==> config.mk <==
export PLATFORM = sky130hd
export DESIGN_NAME = nmea_rmc_sentence_parser
export DESIGN_NICKNAME = d
export VERILOG_FILES = /design/src/sv/nrmc_pkg.sv /design/src/sv/nrmc_in_stage.sv /design/src/sv/nrmc_core.sv /design/src/sv/nrmc_out_stage.sv /design/src/sv/nmea_rmc_sentence_parser.sv
export SDC_FILE = /design/constraint.sdc
export NUM_CORES = 2
export LEC_CHECK = 0
export BUFFER_PORTS_ARGS = -buffer_cell sky130_fd_sc_hd__buf_2
export CAP_MARGIN = 20
export CORE_ASPECT_RATIO = 0.7
export CORE_MARGIN = 8
export CORE_UTILIZATION = 55
export DETAILED_ROUTE_END_ITERATION = 10
export GPL_ROUTABILITY_DRIVEN = 0
export PLACE_DENSITY = 0.79
export SETUP_SLACK_MARGIN = 0.2
export SYNTH_ARGS = -nofsm -noshare
export SYNTH_HDL_FRONTEND = slang
export SYNTH_HIERARCHICAL = 1
export SYNTH_SLANG_ARGS = --single-unit
==> constraint.sdc <==
create_clock -name i_clk -period 11.3 [get_ports i_clk]
set_input_delay 0.565 -clock i_clk [delete_from_list [all_inputs] [get_ports i_clk]]
set_output_delay 0.565 -clock i_clk [all_outputs]
set_load 0.02 [all_outputs]
==> src/sv/nrmc_pkg.sv <==
`default_nettype none

package nrmc_pkg;

    // Number of decimal fraction digits kept in the fixed-point fields.
    localparam int FRAC_DIGITS = 5;

    localparam int BYTE_W   = 8;
    localparam int ACC_W    = 36;
    localparam int POW_W    = 20;
    localparam int PROD_W   = ACC_W + POW_W;
    localparam int TIME_W   = 35;
    localparam int HLAT_W   = 30;
    localparam int HLON_W   = 31;
    localparam int LAT_W    = 31;
    localparam int LON_W    = 32;
    localparam int SPEED_W  = 34;
    localparam int COURSE_W = 26;
    localparam int DATE_W   = 19;
    localparam int FRAC_W   = 3;
    localparam int FIELD_W  = 4;

    localparam logic [ACC_W-1:0]    ACC_MAX    = 36'hF_FFFF_FFFF;
    localparam logic [TIME_W-1:0]   TIME_MAX   = 35'd23596099999;
    localparam logic [TIME_W-1:0]   LAT_MAX    = 35'd900000000;
    localparam logic [TIME_W-1:0]   LON_MAX    = 35'd1800000000;
    localparam logic [TIME_W-1:0]   SPEED_MAX  = 35'd9999999999;
    localparam logic [TIME_W-1:0]   COURSE_MAX = 35'd36000000;
    localparam logic [DATE_W-1:0]   DATE_MAX   = 19'd311299;

    localparam logic [BYTE_W-1:0] CH_DOLLAR = 8'h24;
    localparam logic [BYTE_W-1:0] CH_STAR   = 8'h2A;
    localparam logic [BYTE_W-1:0] CH_COMMA  = 8'h2C;
    localparam logic [BYTE_W-1:0] CH_POINT  = 8'h2E;
    localparam logic [BYTE_W-1:0] CH_ZERO   = 8'h30;
    localparam logic [BYTE_W-1:0] CH_NINE   = 8'h39;
    localparam logic [BYTE_W-1:0] CH_A_UP   = 8'h41;
    localparam logic [BYTE_W-1:0] CH_F_UP   = 8'h46;
    localparam logic [BYTE_W-1:0] CH_A_LOW  = 8'h61;
    localparam logic [BYTE_W-1:0] CH_F_LOW  = 8'h66;
    localparam logic [BYTE_W-1:0] CH_S_UP   = 8'h53;
    localparam logic [BYTE_W-1:0] CH_W_UP   = 8'h57;
    localparam logic [3:0]        NIBBLE_MASK = 4'hF;

    localparam int ID_LEN = 5;

    // Comma-separated field positions within an RMC sentence.
    localparam logic [FIELD_W-1:0] FLD_ID     = 4'd0;
    localparam logic [FIELD_W-1:0] FLD_TIME   = 4'd1;
    localparam logic [FIELD_W-1:0] FLD_FIX    = 4'd2;
    localparam logic [FIELD_W-1:0] FLD_LAT    = 4'd3;
    localparam logic [FIELD_W-1:0] FLD_NS     = 4'd4;
    localparam logic [FIELD_W-1:0] FLD_LON    = 4'd5;
    localparam logic [FIELD_W-1:0] FLD_EW     = 4'd6;
    localparam logic [FIELD_W-1:0] FLD_SPEED  = 4'd7;
    localparam logic [FIELD_W-1:0] FLD_COURSE = 4'd8;
    localparam logic [FIELD_W-1:0] FLD_DATE   = 4'd9;
    localparam logic [FIELD_W-1:0] FLD_LAST   = 4'd15;

    typedef enum logic [1:0] {
        ST_OK       = 2'd0,
        ST_CSUM_ERR = 2'd1,
        ST_BAD_ID   = 2'd2
    } t_status;

    // First member sits in the highest bits, so the status lands in bits 1:0.
    typedef struct packed {
        logic [DATE_W-1:0]   date_value;
        logic [COURSE_W-1:0] course;
        logic [SPEED_W-1:0]  speed;
        logic [LON_W-1:0]    longitude;
        logic [LAT_W-1:0]    latitude;
        logic [TIME_W-1:0]   fix_time;
        logic                fix_valid;
        t_status             status;
    } t_result;

    localparam int RES_W   = $bits(t_result);
    localparam int TDATA_W = ((RES_W + 7) / 8) * 8;

    function automatic logic [POW_W-1:0] pow10(input logic [FRAC_W-1:0] e);
        logic [POW_W-1:0] v;
        unique case (e)
            3'd0:    v = 20'd1;
            3'd1:    v = 20'd10;
            3'd2:    v = 20'd100;
            3'd3:    v = 20'd1000;
            3'd4:    v = 20'd10000;
            3'd5:    v = 20'd100000;
            3'd6:    v = 20'd1000000;
            default: v = 20'd1;
        endcase
        return v;
    endfunction

    function automatic logic [BYTE_W-1:0] id_char(input logic [2:0] pos);
        logic [BYTE_W-1:0] v;
        unique case (pos)
            3'd0:    v = 8'h47;
            3'd1:    v = 8'h50;
            3'd2:    v = 8'h52;
            3'd3:    v = 8'h4D;
            3'd4:    v = 8'h43;
            default: v = 8'h00;
        endcase
        return v;
    endfunction

endpackage

`default_nettype wire

==> src/sv/nrmc_in_stage.sv <==
`default_nettype none

module nrmc_in_stage
    import nrmc_pkg::*;
(
    input  wire logic              i_clk,
    input  wire logic              i_rst_n,
    input  wire logic              i_valid,
    output logic                   o_ready,
    input  wire logic [BYTE_W-1:0] i_data,
    input  wire logic              i_take,
    output logic                   o_valid,
    output logic [BYTE_W-1:0]      o_data
);

    logic              r_vld;
    logic [BYTE_W-1:0] r_data;

    assign o_ready = !r_vld || i_take;
    assign o_valid = r_vld;
    assign o_data  = r_data;

    always_ff @(posedge i_clk) begin
        if (!i_rst_n) begin
            r_vld <= 1'b0;
        end else if (o_ready) begin
            r_vld <= i_valid;
        end
        if (o_ready && i_valid) begin
            r_data <= i_data;
        end
    end

endmodule

`default_nettype wire

==> src/sv/nrmc_core.sv <==
`default_nettype none

module nrmc_core
    import nrmc_pkg::*;
(
    input  wire logic              i_clk,
    input  wire logic              i_rst_n,
    input  wire logic              i_step,
    input  wire logic [BYTE_W-1:0] i_byte,
    output logic                   o_emit,
    output t_result                o_res
);

    typedef enum logic [1:0] {
        PH_IDLE,
        PH_BODY,
        PH_HEX1,
        PH_HEX2
    } t_phase;

    t_phase               r_phase,   n_phase;
    logic [BYTE_W-1:0]    r_xor,     n_xor;
    logic [3:0]           r_first,   n_first;
    logic [2:0]           r_id_pos,  n_id_pos;
    logic                 r_id_ok,   n_id_ok;
    logic [FIELD_W-1:0]   r_field,   n_field;
    logic [ACC_W-1:0]     r_acc,     n_acc;
    logic [FRAC_W-1:0]    r_frac,    n_frac;
    logic                 r_seen,    n_seen;
    logic                 r_ended,   n_ended;
    logic                 r_fix,     n_fix;
    logic                 r_south,   n_south;
    logic                 r_west,    n_west;
    logic [TIME_W-1:0]    r_time,    n_time;
    logic [HLAT_W-1:0]    r_lat,     n_lat;
    logic [HLON_W-1:0]    r_lon,     n_lon;
    logic [SPEED_W-1:0]   r_speed,   n_speed;
    logic [COURSE_W-1:0]  r_course,  n_course;
    logic [DATE_W-1:0]    r_date,    n_date;

    logic                 w_is_digit;
    logic                 w_is_hex_letter;
    logic [3:0]           w_hex;
    logic [ACC_W+3:0]     w_acc_mul;
    logic [ACC_W-1:0]     w_acc_next;
    logic [FRAC_W-1:0]    w_shift;
    logic [PROD_W-1:0]    w_prod;
    logic [TIME_W-1:0]    w_cap;
    logic [TIME_W-1:0]    w_scaled;
    logic [DATE_W-1:0]    w_date_cap;
    logic                 w_int_only;
    logic                 w_num_field;
    logic                 w_skip_digit;
    t_status              w_status;

    assign w_is_digit      = (i_byte >= CH_ZERO) && (i_byte <= CH_NINE);
    assign w_is_hex_letter = ((i_byte >= CH_A_UP) && (i_byte <= CH_F_UP))
                          || ((i_byte >= CH_A_LOW) && (i_byte <= CH_F_LOW));
    // Letters A-F/a-f have low nibbles 1-6; other bytes keep (byte - '0') & 0xF.
    assign w_hex = w_is_hex_letter ? (i_byte[3:0] + 4'd9) : (i_byte[3:0] & NIBBLE_MASK);

    // Decimal accumulation: acc * 10 + digit, saturating at the accumulator range.
    assign w_acc_mul  = {1'b0, r_acc, 3'b000} + {3'b000, r_acc, 1'b0}
                      + {36'd0, (i_byte[3:0] & NIBBLE_MASK)};
    assign w_acc_next = (w_acc_mul > {4'd0, ACC_MAX}) ? ACC_MAX : w_acc_mul[ACC_W-1:0];

    // Scale the closing field up to the full fraction width and clamp it.
    assign w_shift  = FRAC_W'(FRAC_DIGITS) - r_frac;
    assign w_prod   = r_acc * pow10(w_shift);
    assign w_date_cap = (r_acc > {17'd0, DATE_MAX}) ? DATE_MAX : r_acc[DATE_W-1:0];

    always_comb begin
        unique case (r_field)
            FLD_TIME:   w_cap = TIME_MAX;
            FLD_LAT:    w_cap = LAT_MAX;
            FLD_LON:    w_cap = LON_MAX;
            FLD_SPEED:  w_cap = SPEED_MAX;
            default:    w_cap = COURSE_MAX;
        endcase
    end

    assign w_scaled = (w_prod > {21'd0, w_cap}) ? w_cap : w_prod[TIME_W-1:0];

    assign w_int_only  = (r_field == FLD_DATE);
    assign w_num_field = (r_field == FLD_TIME) || (r_field == FLD_LAT)
                      || (r_field == FLD_LON) || (r_field == FLD_SPEED)
                      || (r_field == FLD_COURSE) || w_int_only;
    assign w_skip_digit = r_seen && !w_int_only && (r_frac >= FRAC_W'(FRAC_DIGITS));

    always_comb begin
        if (r_xor != {r_first, w_hex}) begin
            w_status = ST_CSUM_ERR;
        end else if (!r_id_ok || (r_id_pos < 3'(ID_LEN))) begin
            w_status = ST_BAD_ID;
        end else begin
            w_status = ST_OK;
        end
    end

    assign o_emit = (r_phase == PH_HEX2) && (i_byte != CH_DOLLAR);

    always_comb begin
        o_res = '0;
        o_res.status = w_status;
        if (w_status == ST_OK) begin
            o_res.fix_valid  = r_fix;
            o_res.fix_time   = r_time;
            o_res.latitude   = r_south ? (LAT_W'(0) - {1'b0, r_lat}) : {1'b0, r_lat};
            o_res.longitude  = r_west ? (LON_W'(0) - {1'b0, r_lon}) : {1'b0, r_lon};
            o_res.speed      = r_speed;
            o_res.course     = r_course;
            o_res.date_value = r_date;
        end
    end

    always_comb begin
        n_phase  = r_phase;
        n_xor    = r_xor;
        n_first  = r_first;
        n_id_pos = r_id_pos;
        n_id_ok  = r_id_ok;
        n_field  = r_field;
        n_acc    = r_acc;
        n_frac   = r_frac;
        n_seen   = r_seen;
        n_ended  = r_ended;
        n_fix    = r_fix;
        n_south  = r_south;
        n_west   = r_west;
        n_time   = r_time;
        n_lat    = r_lat;
        n_lon    = r_lon;
        n_speed  = r_speed;
        n_course = r_course;
        n_date   = r_date;

        if (i_byte == CH_DOLLAR) begin
            n_phase  = PH_BODY;
            n_xor    = '0;
            n_first  = '0;
            n_id_pos = '0;
            n_id_ok  = 1'b1;
            n_field  = FLD_ID;
            n_acc    = '0;
            n_frac   = '0;
            n_seen   = 1'b0;
            n_ended  = 1'b0;
            n_fix    = 1'b0;
            n_south  = 1'b0;
            n_west   = 1'b0;
            n_time   = '0;
            n_lat    = '0;
            n_lon    = '0;
            n_speed  = '0;
            n_course = '0;
            n_date   = '0;
        end else begin
            unique case (r_phase)
                PH_IDLE: begin
                end
                PH_BODY: begin
                    if (i_byte != CH_STAR) begin
                        n_xor = r_xor ^ i_byte;
                    end
                    if ((i_byte == CH_STAR) || (i_byte == CH_COMMA)) begin
                        // Field close: latch the decoded value, reset the number parser.
                        unique case (r_field)
                            FLD_TIME:   n_time   = w_scaled;
                            FLD_LAT:    n_lat    = w_scaled[HLAT_W-1:0];
                            FLD_LON:    n_lon    = w_scaled[HLON_W-1:0];
                            FLD_SPEED:  n_speed  = w_scaled[SPEED_W-1:0];
                            FLD_COURSE: n_course = w_scaled[COURSE_W-1:0];
                            FLD_DATE:   n_date   = w_date_cap;
                            default: begin
                            end
                        endcase
                        n_acc   = '0;
                        n_frac  = '0;
                        n_seen  = 1'b0;
                        n_ended = 1'b0;
                        if (i_byte == CH_STAR) begin
                            n_phase = PH_HEX1;
                        end else if (r_field != FLD_LAST) begin
                            n_field = r_field + 4'd1;
                        end
                    end else if (r_field == FLD_ID) begin
                        if (r_id_pos < 3'(ID_LEN)) begin
                            if (i_byte != id_char(r_id_pos)) begin
                                n_id_ok = 1'b0;
                            end
                            n_id_pos = r_id_pos + 3'd1;
                        end
                    end else if (w_num_field) begin
                        if (!r_ended) begin
                            if (w_is_digit) begin
                                if (!w_skip_digit) begin
                                    if (r_seen && !w_int_only) begin
                                        n_frac = r_frac + 3'd1;
                                    end
                                    n_acc = w_acc_next;
                                end
                            end else if ((i_byte == CH_POINT) && !r_seen && !w_int_only) begin
                                n_seen = 1'b1;
                            end else begin
                                n_ended = 1'b1;
                            end
                        end
                    end else if ((r_field == FLD_FIX) || (r_field == FLD_NS)
                              || (r_field == FLD_EW)) begin
                        // Only the first character of a letter field counts.
                        if (!r_seen) begin
                            if ((r_field == FLD_FIX) && (i_byte == CH_A_UP)) n_fix = 1'b1;
                            if ((r_field == FLD_NS) && (i_byte == CH_S_UP)) n_south = 1'b1;
                            if ((r_field == FLD_EW) && (i_byte == CH_W_UP)) n_west = 1'b1;
                            n_seen = 1'b1;
                        end
                    end
                end
                PH_HEX1: begin
                    n_first = w_hex;
                    n_phase = PH_HEX2;
                end
                PH_HEX2: begin
                    n_phase = PH_IDLE;
                end
                default: begin
                    n_phase = PH_IDLE;
                end
            endcase
        end
    end

    always_ff @(posedge i_clk) begin
        if (!i_rst_n) begin
            r_phase  <= PH_IDLE;
            r_xor    <= '0;
            r_first  <= '0;
            r_id_pos <= '0;
            r_id_ok  <= 1'b1;
            r_field  <= FLD_ID;
            r_acc    <= '0;
            r_frac   <= '0;
            r_seen   <= 1'b0;
            r_ended  <= 1'b0;
            r_fix    <= 1'b0;
            r_south  <= 1'b0;
            r_west   <= 1'b0;
            r_time   <= '0;
            r_lat    <= '0;
            r_lon    <= '0;
            r_speed  <= '0;
            r_course <= '0;
            r_date   <= '0;
        end else if (i_step) begin
            r_phase  <= n_phase;
            r_xor    <= n_xor;
            r_first  <= n_first;
            r_id_pos <= n_id_pos;
            r_id_ok  <= n_id_ok;
            r_field  <= n_field;
            r_acc    <= n_acc;
            r_frac   <= n_frac;
            r_seen   <= n_seen;
            r_ended  <= n_ended;
            r_fix    <= n_fix;
            r_south  <= n_south;
            r_west   <= n_west;
            r_time   <= n_time;
            r_lat    <= n_lat;
            r_lon    <= n_lon;
            r_speed  <= n_speed;
            r_course <= n_course;
            r_date   <= n_date;
        end
    end

    a_emit_ends_sentence: assert property (@(posedge i_clk) disable iff (!i_rst_n)
        (i_step && o_emit) |=> (r_phase == PH_IDLE))
        else $error("sentence did not return to idle after its result");

    a_dollar_restarts: assert property (@(posedge i_clk) disable iff (!i_rst_n)
        (i_step && (i_byte == CH_DOLLAR)) |=> ((r_phase == PH_BODY) && (r_xor == '0)
                                               && (r_field == FLD_ID)))
        else $error("start character did not restart the sentence");

    a_fraction_bounded: assert property (@(posedge i_clk) disable iff (!i_rst_n)
        r_frac <= FRAC_W'(FRAC_DIGITS))
        else $error("fraction digit count ran past its limit");

endmodule

`default_nettype wire

==> src/sv/nrmc_out_stage.sv <==
`default_nettype none

module nrmc_out_stage
    import nrmc_pkg::*;
(
    input  wire logic    i_clk,
    input  wire logic    i_rst_n,
    input  wire logic    i_load,
    input  t_result      i_res,
    output logic         o_free,
    output logic         o_valid,
    input  wire logic    i_ready,
    output t_result      o_res
);

    logic    r_vld;
    t_result r_res;

    assign o_free  = !r_vld || i_ready;
    assign o_valid = r_vld;
    assign o_res   = r_res;

    always_ff @(posedge i_clk) begin
        if (!i_rst_n) begin
            r_vld <= 1'b0;
        end else if (i_load) begin
            r_vld <= 1'b1;
        end else if (i_ready) begin
            r_vld <= 1'b0;
        end
        if (i_load) begin
            r_res <= i_res;
        end
    end

    a_no_overwrite: assert property (@(posedge i_clk) disable iff (!i_rst_n)
        i_load |-> (!r_vld || i_ready))
        else $error("result register overwritten before it was taken");

endmodule

`default_nettype wire

==> src/sv/nmea_rmc_sentence_parser.sv <==
`default_nettype none

// NMEA-0183 RMC sentence parser.
//
// The slave stream carries one ASCII character per transaction in
// s_axis_tdata. A '$' opens a sentence; the body is checksummed and split
// into comma fields, and the two hex digits after '*' close it. On the
// second checksum digit one result transaction goes out on the master
// stream: status, fix flag, time, signed latitude and longitude, speed and
// course (fixed point, scaled by 10^FRAC_DIGITS) and the date. Characters
// outside a sentence produce nothing.
//
// Each character is registered in the input stage, decoded combinationally
// and, if it closes a sentence, written to the result register, so a result
// reaches the master stream through the input register and then the result
// register. One character is taken every cycle; the only thing that can hold
// the input is a closing checksum digit that finds the result register still
// occupied by an untaken result.
// When the receiver stalls, the result holds and the input keeps flowing
// until such a digit arrives. Reset (synchronous, active low) empties both
// registers and returns the parser to waiting for '$'.

module nmea_rmc_sentence_parser
    import nrmc_pkg::*;
(
    input  wire logic               i_clk,
    input  wire logic               i_rst_n,

    input  wire logic               s_axis_tvalid,
    output logic                    s_axis_tready,
    input  wire logic [BYTE_W-1:0]  s_axis_tdata,   // [7:0] byte_in

    output logic                    m_axis_tvalid,
    input  wire logic               m_axis_tready,
    // From bit 0: status[1:0], fix_valid[2], fix_time[37:3],
    // latitude[68:38], longitude[100:69], speed[134:101], course[160:135],
    // date_value[179:161], zero fill[183:180].
    output logic [TDATA_W-1:0]      m_axis_tdata
);

    logic              w_in_vld;
    logic [BYTE_W-1:0] w_in_byte;
    logic              w_emit;
    logic              w_out_free;
    logic              w_step;
    t_result           w_res;
    t_result           w_out_res;

    // A registered character advances unless it would produce a result
    // while the result register cannot accept it.
    assign w_step = w_in_vld && (!w_emit || w_out_free);

    nrmc_in_stage u_in (
        .i_clk   (i_clk),
        .i_rst_n (i_rst_n),
        .i_valid (s_axis_tvalid),
        .o_ready (s_axis_tready),
        .i_data  (s_axis_tdata),
        .i_take  (w_step),
        .o_valid (w_in_vld),
        .o_data  (w_in_byte)
    );

    nrmc_core u_core (
        .i_clk   (i_clk),
        .i_rst_n (i_rst_n),
        .i_step  (w_step),
        .i_byte  (w_in_byte),
        .o_emit  (w_emit),
        .o_res   (w_res)
    );

    nrmc_out_stage u_out (
        .i_clk   (i_clk),
        .i_rst_n (i_rst_n),
        .i_load  (w_step && w_emit),
        .i_res   (w_res),
        .o_free  (w_out_free),
        .o_valid (m_axis_tvalid),
        .i_ready (m_axis_tready),
        .o_res   (w_out_res)
    );

    assign m_axis_tdata = {(TDATA_W - RES_W)'(0), w_out_res};

endmodule

`default_nettype wire

======== Yosys cells after proc, flatten, opt, wreduce, memory -nomap -nowiden ========
Cells that the tools add are included.
operators by class
  $lt $le $gt $ge ......................... 11
  reductions and logical operators ........ 81
  add/subtract/negate cells ............... 9
  equal/unequal tests ..................... 47
  mux-type cells .......................... 125
  bitwise operators ....................... 1
  multiply operators ...................... 1
operators by type and width
  kind                                                             count
  2-to-1 mux 36 bit                                                9
  2-to-1 mux 35 bit                                                5
  2-to-1 mux 31 bit                                                5
  2-to-1 mux 30 bit                                                5
  case mux 35 bit (4 select lines)                                 1
  2-to-1 mux 34 bit                                                4
  case mux 20 bit (6 select lines)                                 1
  2-to-1 mux 26 bit                                                4
  2-to-1 mux 19 bit                                                5
  2-to-1 mux 8 bit                                                 8
  greater-than comparator 56 x 35 -> 1 bit                         1
  multiplier 36 x 20 -> 56 bit                                     1
  2-to-1 mux 1 bit                                                 49
  2-to-1 mux 3 bit                                                 14
  adder 39 x 37 -> 40 bit                                          1
  adder 40 x 4 -> 40 bit                                           1
  greater-than comparator 40 x 36 -> 1 bit, second input constant  1
  nonzero test 2 bit                                               19
  greater-than comparator 36 x 19 -> 1 bit, second input constant  1
  case mux 7 bit (5 select lines)                                  1
  equality test 8 x 6 -> 1 bit, second input constant              4
  2-to-1 mux 4 bit                                                 8
  AND reduction 4 bit                                              8
  AND reduction 8 bit                                              4
  other kinds (45)                                                 115
word-level totals
  register bits after elaboration ......... 431
  logic and storage cells ................. 307
  input port bits ......................... 12
  output and inout bits ................... 186

======== Depth between registers and ports, before layout ========
  depth after elaboration ................. 14
  gate-level depth with buffers ........... 47
  depth with buffers taken out ............ 42

======== Cells and area by module ========
The synthesis kept the hierarchy.
modules (own cells, without submodules)
  module                    sequential area each (um^2)  times used  area an instance (um^2)  cells each
  nrmc_core                 4824.6                       1           35773.1                  4151
  nrmc_out_stage            5425.2                       1           5454.0                   184
  nrmc_in_stage             260.2                        1           297.8                    13
  nmea_rmc_sentence_parser  0.0                          1           52.6                     8

======== Worst setup path before layout ========
OpenSTA, ideal clock, no wires.
  path type ............................... reg2reg
  start point ............................. reg u_core.r_frac[1]
  end point ............................... reg u_core.r_lon[13]
  buffers on the path ..................... 5
  clock period less this slack ............ 10322 ps
  stages on the path, launching flop included .. 45
  data arrival time ....................... 10205 ps
  setup slack ............................. 978 ps
  setup time .............................. 117 ps
  required time ........................... 11183 ps
  cell sequence ........................... dfxtp_1 -> inv_1 -> ha_1 -> nor2b_1 -> clkbuf_1 -> nand2b_1 -> clkbuf_1 -> or3_1 -> clkbuf_1 -> and2_1 -> fa_1 -> inv_1 -> fa_1 -> fa_1 -> inv_1 -> fa_1 -> fa_1 -> fa_1 -> [... 9 more ...] -> nor2_1 -> o21a_1 -> xor2_1 -> inv_1 -> ha_1 -> nand3_1 -> nand2_1 -> a21oi_1 -> o21ai_0 -> a211o_1 -> a221oi_1 -> a21bo_2 -> a221o_1 -> nor4_2 -> nand4_2 -> buf_2 -> or2_1 -> a32o_1
between the ends
  cells in the longest elaborated chain, start to end .. 10
  elaborated cells on any way between the ends .. 15
  classes of those cells .................. 1 x add/sub; 1 x mul; 1 x order compare; 6 x eq/ne; 6 x mux
ends and longest elaborated chain
  element                                            line              text
  from (decl)                                        nrmc_core.sv:28   logic [FRAC_W-1:0] r_frac, n_frac;
  from (signal assigned)                             nrmc_core.sv:262  r_frac <= n_frac;
  subtractor 3 bit *                                 nrmc_core.sv:68   assign w_shift = FRAC_W'(FRAC_DIGITS) - r_frac;
  equality test 3 bit, or another cell as far along  nrmc_pkg.sv:83    unique case (e)
  case mux 20 bit (6 select lines) *                 nrmc_pkg.sv:83
  multiplier 36 x 20 -> 56 bit *                     nrmc_core.sv:69   assign w_prod = r_acc * pow10(w_shift);
  greater-than comparator 56 x 35 -> 1 bit           nrmc_core.sv:82   assign w_scaled = (w_prod > {21'd0, w_cap}) ? w_cap : w_prod[TIME_W-1:0];
  2-to-1 mux 35 bit *                                nrmc_core.sv:82
  2-to-1 mux 31 bit *                                nrmc_core.sv:167  unique case (r_field)
  2-to-1 mux 31 bit *                                nrmc_core.sv:165  if ((i_byte == CH_STAR) || (i_byte == CH_COMMA)) begin
  2-to-1 mux 31 bit *                                nrmc_core.sv:158  unique case (r_phase)
  2-to-1 mux 31 bit *                                nrmc_core.sv:137  if (i_byte == CH_DOLLAR) begin
  to (signal assigned)                               nrmc_core.sv:270  r_lon <= n_lon;
  to (decl)                                          nrmc_core.sv:36   logic [HLON_W-1:0] r_lon, n_lon;
Mark *: on every way between the ends. The rest lies on a longest branch, timed or not. The select of a mux whose other input is x is not followed.
A chain may end at the register's enable or synchronous reset.

======== Final worst setup path ========
  start point ............................. reg u_core.r_frac[1]
  end point ............................... reg u_core.r_lon[4]
The elaborated chain is that of the path after synthesis.

==> flow_results.org <==
** Route
- Max layer used :: met5
- Detailed-route via count :: 32900
- Post-DRT Antenna Nets :: 0
- In the detailed route, the total length drawn on met2 is 51400 um.
- For this block, wires on met1 add up to 50500 um.
- Wire per inst :: 22.5 um
- In the detailed route, the total length drawn on met3 is 19800 um.
- Number of detailed-routing iterations run before antenna repair :: 6
- Number of design rule violations left after detail routing :: 0
- For this block, the routed nets add up to 124000 um of wire.
- Initial DRC count :: 4018
- After detailed routing, the number of vias per cell comes to 5.96.

** Setup path
- In this run the critical register-to-register path is launched from u_core/r_frac[1].
- For this design, the slowest cell found on the critical path is fa_1.
- For flop-to-flop paths, the worst setup slack is 0.37 ns.
- Crit path arrival time :: 11.36 ns
- Required time at the worst-slack endpoint :: 11.73 ns
- The largest single stage delay on the critical path is 0.62 ns.
- CP max FO :: 26
- The critical path is of the flip-flop to flip-flop type.
- The worst setup path is launched from a flip-flop.
- Among the stages of the critical path, the cell type that occurs most often is fa_1.
- The worst setup path is captured at a flip-flop.
- R2R Path End :: u_core/r_lon[4]
- The worst register-to-register path has a depth of 41.

** Synth
- Of the post-synthesis cell area, the dominant cell type holds 25.9%.
- Ranked by total cell area, the synthesized netlist is headed by fa_1, edfxtp_1, dfxtp_1.
- The synthesized design contains 188 enable-type register cells.
- In this run, distinct cell masters in the synthesized netlist total 84.
- Cell type with the largest total area after synthesis :: fa_1
- Synthesis produced 4356 cells.
- Cell Area, Synth :: 41600 um2
- For this run, the leading register cell type out of synthesis is dfxtp_1.
- After synthesis, the mean cell area works out to 9.54 um2.
- After synthesis, flip-flops and latches occupy 25.3% of the total area.
- The synthesized design contains 431 register bits.
- In the synthesized netlist the async set-or-reset flop fraction comes to 0%.
- Synth warn :: 6

** Finish
- Area growth from synthesis to layout :: 9.81%
- Once layout is done, the placed cells without fillers occupy 45700 um2.
- Leaving out fill and tap cells, the most frequent cell in the layout is inv_1.
- Layout cells sized above 1 :: 11.2%
- The layout has 6079 filler cells.
- Number of nets in the finished design :: 5377
- In the layout the commonest cells are inv_1, fa_1, nand2_1, ha_1, and2_1.

** GRT
- Global router's overall resource usage :: 29.0%
- Global-route wire length before repair :: 193000 um
- The total overflow left after global routing is 0.
- Antenna violations before repair :: 4
- Number of global-route vias before repair :: 32900
- Entering global routing, the biggest net connects 159 pins.

** STA
- Across all setup checks in the final design, the least slack found is 0.373 ns.
- Setup repair after global routing left no endpoint under its margin.
- Measured against its own limit, the worst slew margin works out to 24.4%.
- The number of failing hold endpoints at the final stage was 0.
- Count of final setup violators :: 0
- Clock tree skew after final layout :: 0.0248 ns
- After routing, the total negative slack on setup checks comes to 0 ns.
- At the pin with the least slew margin, the transition time is 1.12 ns.
- Portion of the clock cycle consumed by the worst path in the final layout :: 96.7%
- Post-route minimum period :: 10.93 ns
- Final-report max-slew violation count :: 0
- Highest Clock Rate :: 91.5 MHz

** Floorplan
- The floorplan step set the die height to 246 um.
- From left edge to right edge, the die measures 345 um.
- The die covers 84800 um2.
- I/O pin count :: 198
- Placeable Area :: 74900 um2
- Cell Rows :: 84
- Effective utilization at floorplan :: 55.5%

** Clock network
- Root Buffer :: clkbuf_16
- Total number of H-tree levels :: 2
- Clock network latency to the later pin of the worst-skew pair :: 0.57 ns
- TritonCTS clock tree :: built
- In this run the deepest clock path goes through 3 buffers.
- In this run, CTS created clock tree buffers numbering 39.
- Clock-pin slew was measured on the worst setup and hold paths at 0.07 ns.
- Buffers inserted to repair hold after CTS numbered 0.
- Clock sink total :: 431

** Worst hold path
- Counting instances, the worst hold path has a depth of 1.
- Sink of the worst hold path :: u_in/o_data[6]
- The path class of the tightest hold or removal check is input pin to flip-flop.
- The worst hold path begins at s_axis_tdata[6].

** Pwr
- Total power draw :: 3030 uW
- For this design the static power due to leakage is 0.0221 uW.
- In this run the power density over the cells is 66.4 nW/um2.
- IR analysis of the VDD net gives a maximum drop of 92.3 uV.

** Run
- Max cap viols :: 0

** Place
- Port buffering added 193 buffers.
- Total placed instance area :: 43800 um2
- Pre-CTS WS :: 0.155 ns
- The HPWL after detailed placement is 97700 um.

** Outcome
- The flow ran to the end, and the final reports show no timing, DRC or antenna violations.
[logic make-up (layout without fill, tap and decap cells)]
family	count (synthesis)	in the layout	share of synthesized area (%)
compound gates	668	668	10.8
fa+ha+maj	865	865	35.7
other cells	1	8	0.00902
flops	431	431	25.3
xor+xnor	150	150	3.16
buf+inv	897	1068	8.16
mux	42	42	1.07
simple gates	1302	1302	15.7
[critical path, delay by kind of cell, from the launching register on]
family / cells / cell delay, ns
AOI/OAI and AO/OA: 10 / 2.15
xor gates and xnor gates: 1 / 0.25
and+or+nand+nor: 10 / 1.86
adders and majority gates: 10 / 4.73
muxes: 1 / 0.20
buffers and inverters: 9 / 1.18
DFF: 1 / 0.38
[worst max path at each step]
| stage | cells after the start | startpoint | endpoint |
|---|---|---|---|
| floorplan | 44 | u_core/r_frac[1] | u_core/r_lon[13] |
| global placement | 41 | u_core/r_frac[1] | u_core/r_time[8] |
| detailed placement | 37 | u_core/r_frac[1] | u_core/r_time[8] |
| CTS | 39 | u_core/r_frac[1] | u_core/r_lon[13] |
| global route | 41 | u_core/r_frac[1] | u_core/r_time[17] |
| finish | 41 | u_core/r_frac[1] | u_core/r_lon[4] |
[what timing repair did]
action                     4_1_cts  5_1_grt
gates cloned                     0        2
setup endpoints to repair       84      156
setup buffers                    0       11
resized for setup                7       79
hold endpoints to repair         0        0
pin swaps                        0        9
[layer usage]
metal	GRT usage (%)	vias up
li1	-	14500
met1	41.5	16200
met2	40.9	2032
met3	12.7	237
met4	5.47	4
met5	0	-
[cell type report]
class | count | area, um2 | area share, %
Timing Repair Buffer | 305 | 1930 | 4.24
Sequential cell | 431 | 10500 | 23.0
Antenna cell | 4 | 10.0 | 0.0219
Tap cell | 989 | 1240 | 2.71
Inverter | 692 | 2600 | 5.69
Multi-Input combinational cell | 3031 | 28100 | 61.5
Clock buffer | 51 | 1070 | 2.35
Clock inverter | 20 | 233 | 0.510
[Yosys cell counts (all sizes together) (37+ instances only)]
cell type,number
nor2,197
or2,49
inv,691
nor2b,63
fa,538
and2,300
nand2,451
nand3,37
o21ai,183
dfxtp,243
clkbuf,188
and3,39
a21o,49
ha,327
edfxtp,188
a22o,90
xnor2,48
nand2b,38
a21oi,123
xor2,102
[power by group]
group | internal, uW | leakage [uW] | total (uW) | switching [uW]
Combinational | 11.0 | 0.0182 | 40.5 | 29.5
Clock | 769 | 0.000637 | 1370 | 604
Sequential | 1610 | 0.00328 | 1620 | 5.24
[registers in the layout, summed over array words and instances (netlist names)]
register         count
u_out/o_res        180
u_core/r_acc        36
u_core/r_time       35
u_core/r_speed      34
u_core/r_lon        31
u_core/r_lat        30
u_core/r_course     26
u_core/r_date       19
u_core/r_xor         8
u_in/o_data          8
u_core/r_field       4
u_core/r_first       4
u_core/r_frac        3
u_core/r_id_pos      3
u_core/r_phase       2
u_core/r_ended       1
u_core/r_fix         1
u_core/r_id_ok       1
u_core/r_seen        1
u_core/r_south       1
u_core/r_west        1
u_in/o_valid         1
u_out/o_valid        1
[stage by stage]
stage | utilization, % | std cells | hold slack [ns]
6_report | 60.9 | 5523 | 0.182
5_1_grt | 60.9 | 5519 | 0.163
4_1_cts | 60.3 | 5505 | 0.162
3_5_place_dp | 58.5 | 5434 | 0.435
3_3_place_gp | 58.5 | 5434 | 0.427
2_1_floorplan | - | 4359 | 0.417
Power figures use the tool's default switching activity.
